==> src/rtl/assert_macros.svh <==
// Assertion helpers for the RTL.
`ifndef ASSERT_MACROS_SVH
`define ASSERT_MACROS_SVH

// Property must hold on every rising clock edge outside reset.
`define ASSERT_ALWAYS(lbl, clk, rst_n, prop) \
    lbl: assert property (@(posedge clk) disable iff (!rst_n) prop) \
        else $error("assertion failed");

// Expression must never be true outside reset.
`define ASSERT_NEVER(lbl, clk, rst_n, expr) \
    `ASSERT_ALWAYS(lbl, clk, rst_n, !(expr))

`endif

==> src/rtl/mrc_pkg.sv <==
`default_nettype none
// ---------------------------------------------------------------------------
// mrc_pkg: shared types and constants for the Modbus RTU CRC unit
// CRC-16/MODBUS byte table, command codes between front and back end,
// and result kind codes.
// ---------------------------------------------------------------------------
package mrc_pkg;

    localparam logic [15:0] CRC_INIT = 16'hFFFF;
    localparam logic [15:0] CRC_POLY = 16'hA001;

    localparam int MRC_FIFO_DEPTH = 4;

    // command codes, front to back
    localparam logic [1:0] OP_DATA      = 2'd0;
    localparam logic [1:0] OP_DATA_LAST = 2'd1;
    localparam logic [1:0] OP_VERDICT   = 2'd2;

    // result kinds
    localparam logic [1:0] KIND_DATA    = 2'd0;
    localparam logic [1:0] KIND_CRC     = 2'd1;
    localparam logic [1:0] KIND_VERDICT = 2'd2;

    typedef struct packed {
        logic [1:0]  op;
        logic [7:0]  data;
        logic [15:0] crc;
        logic        ok;
    } t_mrc_cmd;

    // one entry of the reflected byte table
    function automatic logic [15:0] f_crc_table(input logic [7:0] idx);
        logic [15:0] c;
        c = {8'h00, idx};
        for (int i = 0; i < 8; i++) begin
            c = c[0] ? ((c >> 1) ^ CRC_POLY) : (c >> 1);
        end
        return c;
    endfunction

    function automatic logic [15:0] f_crc_feed(input logic [15:0] crc,
                                               input logic [7:0]  b);
        return {8'h00, crc[15:8]} ^ f_crc_table(crc[7:0] ^ b);
    endfunction

endpackage
`default_nettype wire

==> src/rtl/modbus_rtu_crc_append_check.sv <==
`default_nettype none
// ---------------------------------------------------------------------------
// modbus_rtu_crc_append_check: Modbus RTU CRC-16 append and check unit
// Use: write frame_mode through i_cfg_we / i_frame_mode while idle (0 append,
// 1 check); each write restarts the frame in progress.
// Input requests: byte plus frame-end mark, taken on push while full is low.
// Results: read from the queue-style port; the oldest result sits on the
// o_ ports while empty is low and is taken on pop.
// Generate mode: every byte is passed on; after the last byte of a frame the
// CRC follows, low byte first, the high byte marked last.
// Check mode: no output until frame end, then one verdict item.
// Path: a request is queued at the edge that takes it and is loaded into the
// output register once that register is free and no CRC bytes are pending.
// Throughput: one byte per cycle while full is low, set by the combinational
// CRC table update in the front end; the frame-end CRC bytes are two extra output items.
// Stall: a held pop freezes the output register; the command queue
// (FIFO_DEPTH entries) then fills and full rises to hold off the sender.
// Reset: synchronous, active low; CRC to 0xFFFF, mode to generate, queue
// and output emptied.
// ---------------------------------------------------------------------------
module modbus_rtu_crc_append_check #(
    parameter int FIFO_DEPTH = mrc_pkg::MRC_FIFO_DEPTH
) (
    input  wire logic       i_clk,
    input  wire logic       i_rst_n,
    // configuration
    input  wire logic       i_cfg_we,
    input  wire logic       i_frame_mode,
    // request side
    input  wire logic       push,
    output logic            full,
    input  wire logic [7:0] i_data_byte,
    input  wire logic       i_frame_end,
    // result side
    output logic            empty,
    input  wire logic       pop,
    output logic [7:0]      o_out_byte,
    output logic [1:0]      o_out_kind,
    output logic            o_out_last,
    output logic            o_frame_ok
);
    import mrc_pkg::*;

    t_mrc_cmd wr_cmd;
    t_mrc_cmd rd_cmd;
    logic     cmd_push;
    logic     cmd_pop;
    logic     q_empty;

    // front end: track the CRC and issue one command per result group
    mrc_front u_front (
        .i_clk        (i_clk),
        .i_rst_n      (i_rst_n),
        .i_cfg_we     (i_cfg_we),
        .i_frame_mode (i_frame_mode),
        .i_push       (push),
        .i_data_byte  (i_data_byte),
        .i_frame_end  (i_frame_end),
        .i_q_full     (full),
        .o_cmd        (wr_cmd),
        .o_cmd_push   (cmd_push)
    );

    // decouple intake from the result port
    mrc_fifo #(
        .DEPTH (FIFO_DEPTH)
    ) u_fifo (
        .i_clk     (i_clk),
        .i_rst_n   (i_rst_n),
        .i_push    (cmd_push),
        .i_wr_data (wr_cmd),
        .i_pop     (cmd_pop),
        .o_rd_data (rd_cmd),
        .o_full    (full),
        .o_empty   (q_empty)
    );

    // back end: expand commands into result items
    mrc_back u_back (
        .i_clk      (i_clk),
        .i_rst_n    (i_rst_n),
        .i_cmd      (rd_cmd),
        .i_q_empty  (q_empty),
        .o_q_pop    (cmd_pop),
        .i_pop      (pop),
        .o_empty    (empty),
        .o_out_byte (o_out_byte),
        .o_out_kind (o_out_kind),
        .o_out_last (o_out_last),
        .o_frame_ok (o_frame_ok)
    );

endmodule
`default_nettype wire

==> src/rtl/mrc_front.sv <==
`default_nettype none
// ---------------------------------------------------------------------------
// mrc_front: request intake and CRC tracking
// Accepts frame bytes, updates the running CRC and the check-mode hold-back
// bytes, and issues one command per result group to the back end.
// ---------------------------------------------------------------------------
module mrc_front (
    input  wire logic            i_clk,
    input  wire logic            i_rst_n,
    input  wire logic            i_cfg_we,
    input  wire logic            i_frame_mode,
    input  wire logic            i_push,
    input  wire logic [7:0]      i_data_byte,
    input  wire logic            i_frame_end,
    input  wire logic            i_q_full,
    output mrc_pkg::t_mrc_cmd    o_cmd,
    output logic                 o_cmd_push
);
    import mrc_pkg::*;

    logic        r_mode;
    logic [15:0] r_crc,  n_crc;
    logic [15:0] r_held, n_held;
    logic [1:0]  r_cnt,  n_cnt;

    logic        accept;
    logic [15:0] crc_gen;
    logic [15:0] crc_chk;

    assign accept  = i_push && !i_q_full;
    assign crc_gen = f_crc_feed(r_crc, i_data_byte);
    assign crc_chk = (r_cnt == 2'd2) ? f_crc_feed(r_crc, r_held[15:8]) : r_crc;

    always_comb begin
        n_crc      = r_crc;
        n_held     = r_held;
        n_cnt      = r_cnt;
        o_cmd_push = 1'b0;
        o_cmd      = '0;
        if (accept) begin
            if (!r_mode) begin
                o_cmd_push = 1'b1;
                o_cmd.op   = i_frame_end ? OP_DATA_LAST : OP_DATA;
                o_cmd.data = i_data_byte;
                o_cmd.crc  = crc_gen;
                n_crc      = i_frame_end ? CRC_INIT : crc_gen;
            end else begin
                n_held = {r_held[7:0], i_data_byte};
                n_cnt  = (r_cnt == 2'd2) ? 2'd2 : r_cnt + 2'd1;
                n_crc  = crc_chk;
                if (i_frame_end) begin
                    o_cmd_push = 1'b1;
                    o_cmd.op   = OP_VERDICT;
                    o_cmd.ok   = (r_cnt != 2'd0) && (r_held[7:0] == crc_chk[7:0])
                                 && (i_data_byte == crc_chk[15:8]);
                    n_crc      = CRC_INIT;
                    n_held     = '0;
                    n_cnt      = '0;
                end
            end
        end
    end

    always_ff @(posedge i_clk) begin
        if (!i_rst_n) begin
            r_mode <= 1'b0;
            r_crc  <= CRC_INIT;
            r_held <= '0;
            r_cnt  <= '0;
        end else if (i_cfg_we) begin
            // mode write restarts the frame
            r_mode <= i_frame_mode;
            r_crc  <= CRC_INIT;
            r_held <= '0;
            r_cnt  <= '0;
        end else begin
            r_crc  <= n_crc;
            r_held <= n_held;
            r_cnt  <= n_cnt;
        end
    end

endmodule
`default_nettype wire

==> src/rtl/mrc_fifo.sv <==
`default_nettype none
// ---------------------------------------------------------------------------
// mrc_fifo: command queue between front and back end
// Small first-in first-out store of commands with full and empty flags.
// ---------------------------------------------------------------------------
module mrc_fifo #(
    parameter int DEPTH = mrc_pkg::MRC_FIFO_DEPTH
) (
    input  wire logic               i_clk,
    input  wire logic               i_rst_n,
    input  wire logic               i_push,
    input  wire mrc_pkg::t_mrc_cmd  i_wr_data,
    input  wire logic               i_pop,
    output mrc_pkg::t_mrc_cmd       o_rd_data,
    output logic                    o_full,
    output logic                    o_empty
);
    import mrc_pkg::*;

    localparam int PW = (DEPTH > 1) ? $clog2(DEPTH) : 1;
    localparam int CW = $clog2(DEPTH + 1);
    localparam logic [PW-1:0] LAST_PTR = PW'(DEPTH - 1);
    localparam logic [CW-1:0] FULL_CNT = CW'(DEPTH);

    t_mrc_cmd      r_mem [DEPTH];
    logic [PW-1:0] r_wr_ptr;
    logic [PW-1:0] r_rd_ptr;
    logic [CW-1:0] r_count;

    logic do_push;
    logic do_pop;

    assign o_full    = (r_count == FULL_CNT);
    assign o_empty   = (r_count == '0);
    assign do_push   = i_push && !o_full;
    assign do_pop    = i_pop && !o_empty;
    assign o_rd_data = r_mem[r_rd_ptr];

    always_ff @(posedge i_clk) begin
        if (do_push) begin
            r_mem[r_wr_ptr] <= i_wr_data;
        end
    end

    always_ff @(posedge i_clk) begin
        if (!i_rst_n) begin
            r_wr_ptr <= '0;
            r_rd_ptr <= '0;
            r_count  <= '0;
        end else begin
            if (do_push) begin
                r_wr_ptr <= (r_wr_ptr == LAST_PTR) ? '0 : r_wr_ptr + PW'(1);
            end
            if (do_pop) begin
                r_rd_ptr <= (r_rd_ptr == LAST_PTR) ? '0 : r_rd_ptr + PW'(1);
            end
            if (do_push && !do_pop) begin
                r_count <= r_count + CW'(1);
            end else if (do_pop && !do_push) begin
                r_count <= r_count - CW'(1);
            end
        end
    end

endmodule
`default_nettype wire

==> src/rtl/mrc_back.sv <==
`default_nettype none
// ---------------------------------------------------------------------------
// mrc_back: result sequencer
// Expands queued commands into result items and holds the oldest one in
// the output register until it is popped.
// ---------------------------------------------------------------------------
`include "assert_macros.svh"
module mrc_back (
    input  wire logic               i_clk,
    input  wire logic               i_rst_n,
    input  wire mrc_pkg::t_mrc_cmd  i_cmd,
    input  wire logic               i_q_empty,
    output logic                    o_q_pop,
    input  wire logic               i_pop,
    output logic                    o_empty,
    output logic [7:0]              o_out_byte,
    output logic [1:0]              o_out_kind,
    output logic                    o_out_last,
    output logic                    o_frame_ok
);
    import mrc_pkg::*;

    localparam logic [1:0] STEP_IDLE = 2'd0;
    localparam logic [1:0] STEP_LO   = 2'd1;
    localparam logic [1:0] STEP_HI   = 2'd2;

    logic        r_vld;
    logic [1:0]  r_step;
    logic [15:0] r_crc;
    logic [7:0]  r_byte;
    logic [1:0]  r_kind;
    logic        r_last;
    logic        r_ok;

    logic load;

    assign load    = !r_vld || i_pop;
    assign o_q_pop = load && (r_step == STEP_IDLE) && !i_q_empty;

    always_ff @(posedge i_clk) begin
        if (!i_rst_n) begin
            r_vld  <= 1'b0;
            r_step <= STEP_IDLE;
        end else if (load) begin
            priority if (r_step == STEP_LO) begin
                r_vld  <= 1'b1;
                r_step <= STEP_HI;
            end else if (r_step == STEP_HI) begin
                r_vld  <= 1'b1;
                r_step <= STEP_IDLE;
            end else if (!i_q_empty) begin
                r_vld  <= 1'b1;
                r_step <= (i_cmd.op == OP_DATA_LAST) ? STEP_LO : STEP_IDLE;
            end else begin
                r_vld  <= 1'b0;
            end
        end
    end

    // payload of the output register
    always_ff @(posedge i_clk) begin
        if (load) begin
            priority if (r_step == STEP_LO) begin
                r_byte <= r_crc[7:0];
                r_kind <= KIND_CRC;
                r_last <= 1'b0;
                r_ok   <= 1'b0;
            end else if (r_step == STEP_HI) begin
                r_byte <= r_crc[15:8];
                r_kind <= KIND_CRC;
                r_last <= 1'b1;
                r_ok   <= 1'b0;
            end else if (!i_q_empty) begin
                r_crc <= i_cmd.crc;
                unique case (i_cmd.op)
                    OP_VERDICT: begin
                        r_byte <= '0;
                        r_kind <= KIND_VERDICT;
                        r_last <= 1'b1;
                        r_ok   <= i_cmd.ok;
                    end
                    default: begin
                        r_byte <= i_cmd.data;
                        r_kind <= KIND_DATA;
                        r_last <= 1'b0;
                        r_ok   <= 1'b0;
                    end
                endcase
            end
        end
    end

    assign o_empty    = !r_vld;
    assign o_out_byte = r_byte;
    assign o_out_kind = r_kind;
    assign o_out_last = r_last;
    assign o_frame_ok = r_ok;

    `ASSERT_NEVER(a_pop_on_empty, i_clk, i_rst_n, o_q_pop && i_q_empty)
    `ASSERT_ALWAYS(a_step_has_output, i_clk, i_rst_n, (r_step != STEP_IDLE) |-> r_vld)
    `ASSERT_ALWAYS(a_crc_lo_then_hi, i_clk, i_rst_n, (r_vld && r_kind == KIND_CRC && !r_last) |-> (r_step == STEP_HI))
    `ASSERT_ALWAYS(a_verdict_shape, i_clk, i_rst_n, (r_vld && r_kind == KIND_VERDICT) |-> (r_last && r_byte == 8'h00))

endmodule
`default_nettype wire

==> config.mk <==
export PLATFORM = sky130hd
export DESIGN_NAME = modbus_rtu_crc_append_check
export DESIGN_NICKNAME = d
export VERILOG_FILES = /design/src/rtl/mrc_pkg.sv /design/src/rtl/modbus_rtu_crc_append_check.sv /design/src/rtl/mrc_front.sv /design/src/rtl/mrc_fifo.sv /design/src/rtl/mrc_back.sv
export VERILOG_INCLUDE_DIRS = /design/src /design/src/rtl
export SDC_FILE = /design/constraint.sdc
export NUM_CORES = 1
export LEC_CHECK = 0
export ABC_AREA = 1
export BUFFER_PORTS_ARGS = -buffer_cell sky130_fd_sc_hd__buf_2
export CAP_MARGIN = 30
export CELL_PAD_IN_SITES_DETAIL_PLACEMENT = 1
export CELL_PAD_IN_SITES_GLOBAL_PLACEMENT = 2
export CORE_ASPECT_RATIO = 0.6
export CORE_MARGIN = 5
export CORE_UTILIZATION = 36
export DETAILED_ROUTE_END_ITERATION = 8
export PLACE_DENSITY = 0.85
export SYNTH_ARGS = -nofsm -noshare
export SYNTH_HDL_FRONTEND = slang
export SYNTH_HIERARCHICAL = 1
export SYNTH_SLANG_ARGS = --single-unit
==> constraint.sdc <==
create_clock -name i_clk -period 3.36 [get_ports i_clk]
set_input_delay 0.336 -clock i_clk [delete_from_list [all_inputs] [get_ports i_clk]]
set_output_delay 0.336 -clock i_clk [all_outputs]
set_load 0.05 [all_outputs]
==> out/qor.yml, run 1 <==
status: "completed"
syn2layout_area_growth_pct: 11.7
wl_met2_mm: 10.3
synth_ff_type: "edfxtp_1"
grt_pass1_vias: 6662
slew_violations: 0
maxCapViolCount: 0
via_per_inst: 5.08
dp.final_hpwl_mm: 17.1
cpPeakStageDelay_ns: 0.38
antenna_found_initial: 0
wl_met1_mm: 12.4
clkLatencyLatePin_ns: 0.45
yosysUniqueCellTypes: 42
synth_cells: 916
first_pass_iters: 6
routabilityCongestion: 0.819
finalSetupViolations: 0
clk_pin_slew_ns: 0.07
n_antenna_cell: 0
crit_chain: "nor2_1 > nand2_1 > inv_1 > inv_1 > nand2_2 > nor2_1 > buf_4 > inv_1 > nand2_1 > nand2_1 > inv_1 > ha_1 > inv_1 > fa_1 > inv_1 > nand2_1 > nand3_1 > nand2_1 > inv_1 > nor2_1"
die_x_um: 211
finalHoldViolCount: 0
drc: 0
grt_pass1_wl_mm: 38.0
final_area_um2: 9710
worst_slack_ns: 0.583
synth_mux_area_frac: 0
stdcell_count: 1278
worstPathArrival_ns: 3.12
synth_top_family_by_area: "simple AND/OR/NAND/NOR gates"
drtIter0Drc: 505
async_flop_share: 0
gr-total-overflow: 0
synth_area_um2: 8690
num_rows: 44
postCtsSetupRepairBufs: 0
crit_type: "reg -> reg"
io_pins: 29
cts.sinks: 183
wl_met3_mm: 1.32
ys_ff_latch: 183
slew_headroom: 0.562
grt_use_total: 0.182
drive_above_1_share: 0.147
timing.fmax_mhz: 360
p_total_uw: 8260
clockBufferDepth: 2
fin_crit_ns: 2.78
portBuffers: 28
hold_depth: 3
numCtsBuffers: 17
cts_tree: "done"
rr_worst_depth: 20
tns_ns: 0
hp-class: "in -> reg"
yosysWarnings: 6
synth_edf_count: 136
synthSimpleGateAreaFrac: 0.206
nFillCells: 2742
period_share: 0.826
hold_buffers: 0
grt_max_degree: 55
crit_slowest_cell: "dfxtp_1"
synth.yosys.seq_area_share: 0.578
cellLeakagePower_uw: 0.00384
htreeDepth: 4
core_um2: 23900
synth_compound_area_frac: 0.109
crit_top_cell: "inv_1"
cts_resized: 0
fp.dieH_um: 130
rsz0062_at_grt: "false"
finClkSkew_ns: 0.00972
rrSetupSlack_ns: 0.58
nNetsFinal: 973
syn_nets: 944
max_slew.worst_pin.slew_ns: 0.652
dpl_cell_area_um2: 9100
syn_area_per_cell_um2: 9.49
dr.max_layer_used: "met4"
drt_wl_total_mm: 24.3
post-place-cells: 1248
cp_data_required_time_ns: 3.71
crit_path_start_kind: "flop"
synth_xor_area_frac: 0.0150
ir_worst_vdd_mv: 0.409
start_util: 0.363
root_buffer: "clkbuf_16"
setup.worst_path.end_class: "flop"
routed-via-count: 6494
dp_slack_ns: 0.652
wire_per_inst_um: 19.0
cp_max_fo: 6
antenna_left: 0
die_area_um2: 27500
p_per_area_nw_per_um2: 850
synth-adder-area-share: 0.0196
cells by family after synthesis:
group / count (synthesis)
buffers and inverters: 126
adder cells (fa/ha/maj): 13
XOR/XNOR: 14
AND/OR/NAND/NOR: 414
flip-flops: 183
AO/OA/AOI/OAI: 166
placed cells by master (no fill, tap or decap), drive strengths merged, types with 3 or more instances in the layout:
cell and count:
buf 43, o211ai 7, xor2 6, a21oi 48
xnor2 8, nor2 129, o221ai 3, a22oi 6
dfxtp 47, bufinv 4, nand3b 3, o22ai 27
o21ai 72, clkbuf 17, inv 92, ha 12
nand2 230, edfxtp 136, nand3 43, nor3 7
clkinv 8
final cells by class:
class                   count  area [um2]  area share
clock buffers              17         425      0.0438
clock inverters            13         181      0.0187
inverters                  93         362      0.0372
multi-input cells         607        3060       0.315
flip-flops and latches    183        5030       0.518
well taps                 322         403      0.0415
repair buffers             43         253      0.0260
power by group:
part           leakage (uW)  switching (uW)  total, uW  internal [uW]
Combinational       0.00188            2040       2790            749
Clock              0.000288             878       2110           1230
Sequential          0.00167             217       3360           3140
Total               0.00384            3130       8260           5120
per-stage QoR:
| step | hold WS (ns) | util |
|---|---|---|
| 6_report | 0.125 | 0.405 |
| 5_1_grt | 0.153 | 0.405 |
| 4_1_cts | 0.0974 | 0.405 |
| 3_5_place_dp | 0.466 | 0.380 |
| 3_3_place_gp | 0.454 | 0.380 |
| 2_1_floorplan | 0.445 | - |
routing by layer:
| metal | GRT usage | up-vias |
|---|---|---|
| li1 | - | 3139 |
| met1 | 0.269 | 3184 |
| met2 | 0.273 | 144 |
| met3 | 0.0382 | 27 |
| met4 | 0.0507 | 0 |
| met5 | 0 | - |
critical path: cells and delay by family, from the launching register on:
family                     cells  cell delay, ns
adders and majority gates      2            0.55
buffers and inverters          8            0.70
and+or+nand+nor               10            1.04
DFF                            1            0.38
registers in the layout (all words and copies together), names as in the netlist, 3 cells and up, named ones only:
name               cells
u_fifo/r_mem         108
u_front/r_crc         16
u_front/r_held        16
u_fifo/r_count         3
u_back/o_out_byte      8
u_back/r_crc          16
cells in the mapped netlist (all sizes together), types with 7 or more instances:
cell / instances / share of area
nand2: 230 / 0.11
o21ai: 72 / 0.041
xnor2: 8 / 0.0089
buf: 24 / 0.025
edfxtp: 136 / 0.47
clkbuf: 9 / 0.0055
o211ai: 7 / 0.0060
nand3: 43 / 0.032
nor2: 129 / 0.060
inv: 91 / 0.040
o22ai: 27 / 0.019
ha: 12 / 0.017
a21oi: 48 / 0.031
nor3: 7 / 0.0040
dfxtp: 47 / 0.11
final timing paths:
path,endpoint,start
setup / recovery,u_fifo/r_count[2],u_fifo/r_count[1]
setup reg to reg,u_fifo/r_count[2],u_fifo/r_count[1]
hold reg to reg,u_front/r_cnt[0],u_front/r_cnt[0]
hold / removal,u_front/r_mode,i_frame_mode
Note: power is estimated with default switching activity, not from simulation.
==> run 2, diff against run 1 <==
Clock period 3.36 ns to 2.48 ns, I/O delays scaled along.
==> out/qor.yml, run 2 (synthesized netlist as in run 1, its figures left out) <==
root_buffer: "clkbuf_16"
start_util: 0.363
status: "completed"
nNetsFinal: 985
slew_violations: 0
grt_pass1_vias: 6763
finClkSkew_ns: 0.0130
worst_slack_ns: 0.185
tns_ns: 0
dp.final_hpwl_mm: 18.8
p_per_area_nw_per_um2: 1130
grt_pass1_wl_mm: 39.7
cellLeakagePower_uw: 0.00388
crit_type: "reg -> reg"
drtIter0Drc: 432
slew_headroom: 0.460
gr-total-overflow: 0
via_per_inst: 5.13
maxCapViolCount: 0
r2r-end: "u_fifo/r_count[2]"
worstPathArrival_ns: 2.64
rsz0062_at_grt: "false"
first_pass_iters: 4
num_rows: 44
core_um2: 23900
cp_data_required_time_ns: 2.82
portBuffers: 28
period_share: 0.925
finalSetupViolations: 0
drc: 0
hp-start: "i_frame_mode"
timing.fmax_mhz: 436
setup.worst_path.end_class: "flop"
clk_pin_slew_ns: 0.06
rr_worst_depth: 19
crit_path_start_kind: "flop"
antenna_found_initial: 0
clockBufferDepth: 2
rrSetupSlack_ns: 0.18
grt_max_degree: 44
routed-via-count: 6627
hp-class: "in -> reg"
postCtsSetupRepairBufs: 0
numCtsBuffers: 17
nFillCells: 2762
finalHoldViolCount: 0
htreeDepth: 4
hold_depth: 3
n_antenna_cell: 0
cp_max_fo: 6
antenna_left: 0
layout_common_cells: "nand2_1, edfxtp_1, nor2_1"
rr_startpoint: "u_fifo/r_count[1]"
top_register: "u_fifo/r_mem"
wire_per_inst_um: 19.7
die_area_um2: 27500
fin_crit_ns: 2.30
cts.sinks: 183
ir_worst_vdd_mv: 0.500
grt_use_total: 0.193
hold_slack_ns: 0.0612
final_common_cell: "nand2_1"
max_slew.worst_pin.slew_ns: 0.804
fp.dieH_um: 130
drive_above_1_share: 0.173
dp_slack_ns: 0.166
final_area_um2: 9900
final_util: 0.413
largest_reg_flops: 108
clkLatencyLatePin_ns: 0.45
holdPathEnd: "u_front/r_mode"
drt_wl_total_mm: 25.5
multi_input_area_um2: 3160
regArea_um2: 5030
io_pins: 29
die_x_um: 211
cts_tree: "done"
routabilityCongestion: 0.855
hold_buffers: 0
syn2layout_area_growth_pct: 13.9
dpl_cell_area_um2: 9350
-- run 2: changes by cell type in the layout (fill, tap and decap cells not counted), sizes merged --
cell	delta
bufinv	-3
clkbuf	+6
clkinv	-4
inv	+1
buf	+12
clkinvlp	+2
-- run 2: repair_timing --
action                                  4_1_cts  5_1_grt
gates resized for setup                       0        2
endpoints found under the setup margin        0        4
endpoints found under the hold margin         0        0
-- run 2: layout make-up --
type	instances	area share
Clock buffer	23	0.0452
Clock inverter	9	0.00973
Inverter	93	0.0372
Multi-Input combinational cell	607	0.319
Sequential cell	183	0.508
Tap cell	322	0.0407
Timing Repair Buffer	55	0.0397
-- run 2: critical path, stage by stage, from the launching register on --
cell and delay (ns):
dfxtp_4 0.37, nor2_4 0.05, nand2_4 0.13, clkinvlp_4 0.12, inv_2 0.07, nand2_4 0.07
nor2_1 0.14, inv_1 0.15, nand2_8 0.11, nand2_8 0.08, inv_4 0.07, ha_4 0.13
inv_2 0.04, fa_2 0.35, inv_1 0.06, nand2_1 0.06, nand3_1 0.07, nand2_1 0.05
inv_1 0.04, nor2_1 0.03
-- run 2: worst max-delay path by stage --
stage | end | slack, ns | depth (start not counted) | startpoint
after floorplan | u_fifo/r_count[2] | -0.06 | 20 | u_fifo/r_count[0]
after global placement | u_fifo/r_count[2] | 0.24 | 19 | u_fifo/r_count[1]
after detailed placement | u_fifo/r_count[2] | 0.17 | 19 | u_fifo/r_count[1]
after CTS | u_fifo/r_count[2] | 0.14 | 19 | u_fifo/r_count[1]
after global routing | u_fifo/r_count[2] | 0.005 | 18 | u_fifo/r_count[0]
final | u_fifo/r_count[2] | 0.18 | 19 | u_fifo/r_count[1]
-- run 2: stage by stage --
step	std cells	total power (uW)
after floorplan	916	7500
after global placement	1260	8560
after detailed placement	1260	8700
after CTS	1292	11300
after global routing	1292	11900
final	1292	11200
-- run 2: routing by layer --
metal | track usage | vias to the layer above | share of wire
met4 | 0.0518 | 0 | 0.010
li1 | - | 3163 | -
met5 | 0 | - | 0
met3 | 0.0428 | 18 | 0.051
met2 | 0.290 | 124 | 0.43
met1 | 0.283 | 3322 | 0.51
-- run 2: power by group --
part	internal (uW)	switching, uW	total [uW]
Clock	1400	1200	2600
Combinational	1160	2900	4060
Sequential	4260	276	4540
Total	6820	4380	11200
==> run 3, diff against run 2 <==
Settings changed: ABC_AREA 1 to default, CORE_UTILIZATION 36 to 40.
==> out/qor.yml, run 3 <==
synth_area_um2: 8380
io_pins: 29
die_x_um: 197
num_rows: 41
drc: 0
yosysWarnings: 6
clk_pin_slew_ns: 0.07
yosysMostFrequentCell: "edfxtp_1"
die_area_um2: 24000
gr-total-overflow: 0
cellLeakagePower_uw: 0.00345
ir_worst_vdd_mv: 0.576
n_antenna_cell: 0
core_um2: 20800
finalSetupViolations: 0
dpl_cell_area_um2: 9100
root_buffer: "clkbuf_16"
clock_power_share: 0.267
antenna_left: 0
drive_above_1_share: 0.235
grt_max_degree: 38
pwr-share-seq: 0.439
wire_per_inst_um: 22.1
hold_buffers: 0
synth_cells: 616
grt_pass1_vias: 5677
period_share: 0.969
routed-via-count: 5282
layout_common_cells: "edfxtp_1, nor2_1, a21oi_1"
synth_top_area_cell: "edfxtp_1"
crit_slowest_cell: "xnor3_2"
rsz0062_at_grt: "true"
cts_tree: "done"
numCtsBuffers: 17
synthTopCellsByArea: "edfxtp_1, dfxtp_1, mux4_2"
synth_common_cells: "edfxtp_1, nor2_1, dfxtp_1"
maxCapViolCount: 0
fin_crit_ns: 2.40
async_flop_share: 0
synth_edf_count: 136
syn_area_per_cell_um2: 13.6
first_pass_iters: 5
cpPeakStageDelay_ns: 0.51
p_per_area_nw_per_um2: 1030
fp.dieH_um: 122
dp.final_hpwl_mm: 15.1
via_per_inst: 5.46
cp_data_required_time_ns: 2.85
slew_violations: 0
finalHoldViolCount: 0
ys_ff_latch: 183
combPwrFrac: 0.294
drtIter0Drc: 383
portBuffers: 28
status: "completed"
clockBufferDepth: 2
largest_reg_flops: 108
cp_max_fo: 5
syn2layout_area_growth_pct: 16.5
final_common_cell: "edfxtp_1"
setup.worst_path.end_class: "flop"
slew_headroom: 0.470
syn_nets: 644
grt_use_total: 0.186
switchingPower_uw: 3310
max_slew.worst_pin.slew_ns: 0.795
crit_chain: "xnor2_1 > xnor2_2 > xnor3_2 > xor2_1 > mux2i_2 > nand4b_1"
synth_ff_type: "edfxtp_1"
htreeDepth: 4
synth.yosys.seq_area_share: 0.599
finClkSkew_ns: 0.00658
drt_wl_total_mm: 21.4
crit_path_start_kind: "flop"
final_area_um2: 9760
start_util: 0.402
grt_pass1_wl_mm: 33.4
p_int_uw: 6700
cts.sinks: 183
timing.fmax_mhz: 416
tns_ns: 0
top_register: "u_fifo/r_mem"
crit_type: "reg -> reg"
switching_share: 0.331
hp-class: "in -> reg"
nNetsFinal: 704
worstPathArrival_ns: 2.78
antenna_found_initial: 0
yosysUniqueCellTypes: 58
routabilityCongestion: 0.909
final_util: 0.469
synth_top_area_share: 0.487
clkLatencyLatePin_ns: 0.44
==> run 3: cell types whose count changed after synthesis, moves of 16 or more <==
| cell | previous run | this run |
|---|---|---|
| nand2_1 | 207 | 26 |
| nor2_1 | 122 | 55 |
| inv_1 | 77 | 21 |
| o21ai_0 | 46 | 13 |
| o21ai_1 | 26 | 0 |
| nand2_2 | 22 | 0 |
| xnor2_1 | 7 | 29 |
| mux4_2 | 0 | 20 |
| nand3_1 | 32 | 12 |
| o22ai_1 | 27 | 7 |
| nor2b_1 | 0 | 17 |
| nor3b_1 | 0 | 16 |
==> run 3: logic make-up after synthesis <==
logic type      share of synthesized area
mux                                0.0864
flops                               0.599
buf+inv                            0.0308
fa+ha+maj                          0.0203
xor+xnor                           0.0782
compound gates                     0.0734
simple gates                        0.111
==> run 3: stage by stage <==
stage                     total power [uW]  setup WS, ns  instances  hold slack [ns]
after floorplan                       6430        -0.147        616            0.366
after global placement                7230        -0.235        936            0.475
after detailed placement              7390        -0.293        936            0.501
after CTS                            10100       0.00196        968           0.0784
after global routing                 10500       -0.0223        968            0.110
final                                10000        0.0758        968           0.0903
==> run 3: what timing repair did <==
action / in CTS / in global routing
hold endpoints to repair: 0 / 0
setup buffers: 0 / 0
endpoints found under the setup margin: 4 / 35
resized for setup: 4 / 12
==> run 3: cell type report <==
class                   count  area (um2)
fillers                  2133       11100
inverters                  22        82.6
clock buffers              17         425
repair buffers             73         494
flip-flops and latches    183        5030
well taps                 279         349
multi-input cells         379        3230
clock inverters            15         153
==> run 3: power groups by stage <==
stage                     sequential (uW)  clock (uW)  combinational [uW]
after global routing                 4440        2900                3170
final                                4390        2680                2940
after CTS                            4400        2750                2950
after detailed placement             4460           0                2930
after floorplan                      4740           0                1680
after global placement               4420           0                2810
==> run 3: worst paths after layout <==
path / startpoint / end / slack [ns] / cells past startpoint
min reg2reg: u_back/r_vld / u_back/r_vld / 0.50 / 2
min: i_frame_mode / u_front/r_mode / 0.09 / 3
max: u_front/r_crc[5] / u_front/r_crc[0] / 0.08 / 6
max reg2reg: u_front/r_crc[5] / u_front/r_crc[0] / 0.08 / 6
==> run 3: worst max-delay path: cells and delay by family (launching register included) <==
kind | cells | cell delay, ns
DFF | 1 | 0.41
and+or+nand+nor | 1 | 0.16
xor gates and xnor gates | 4 | 1.41
muxes | 1 | 0.36
==> run 3: per-layer routing <==
layer,track usage,part of all wire,vias up
met1,0.273,0.49,2747
met4,0.0437,0.0079,0
met5,0,0,-
met2,0.286,0.45,117
li1,-,-,2406
met3,0.0401,0.053,12
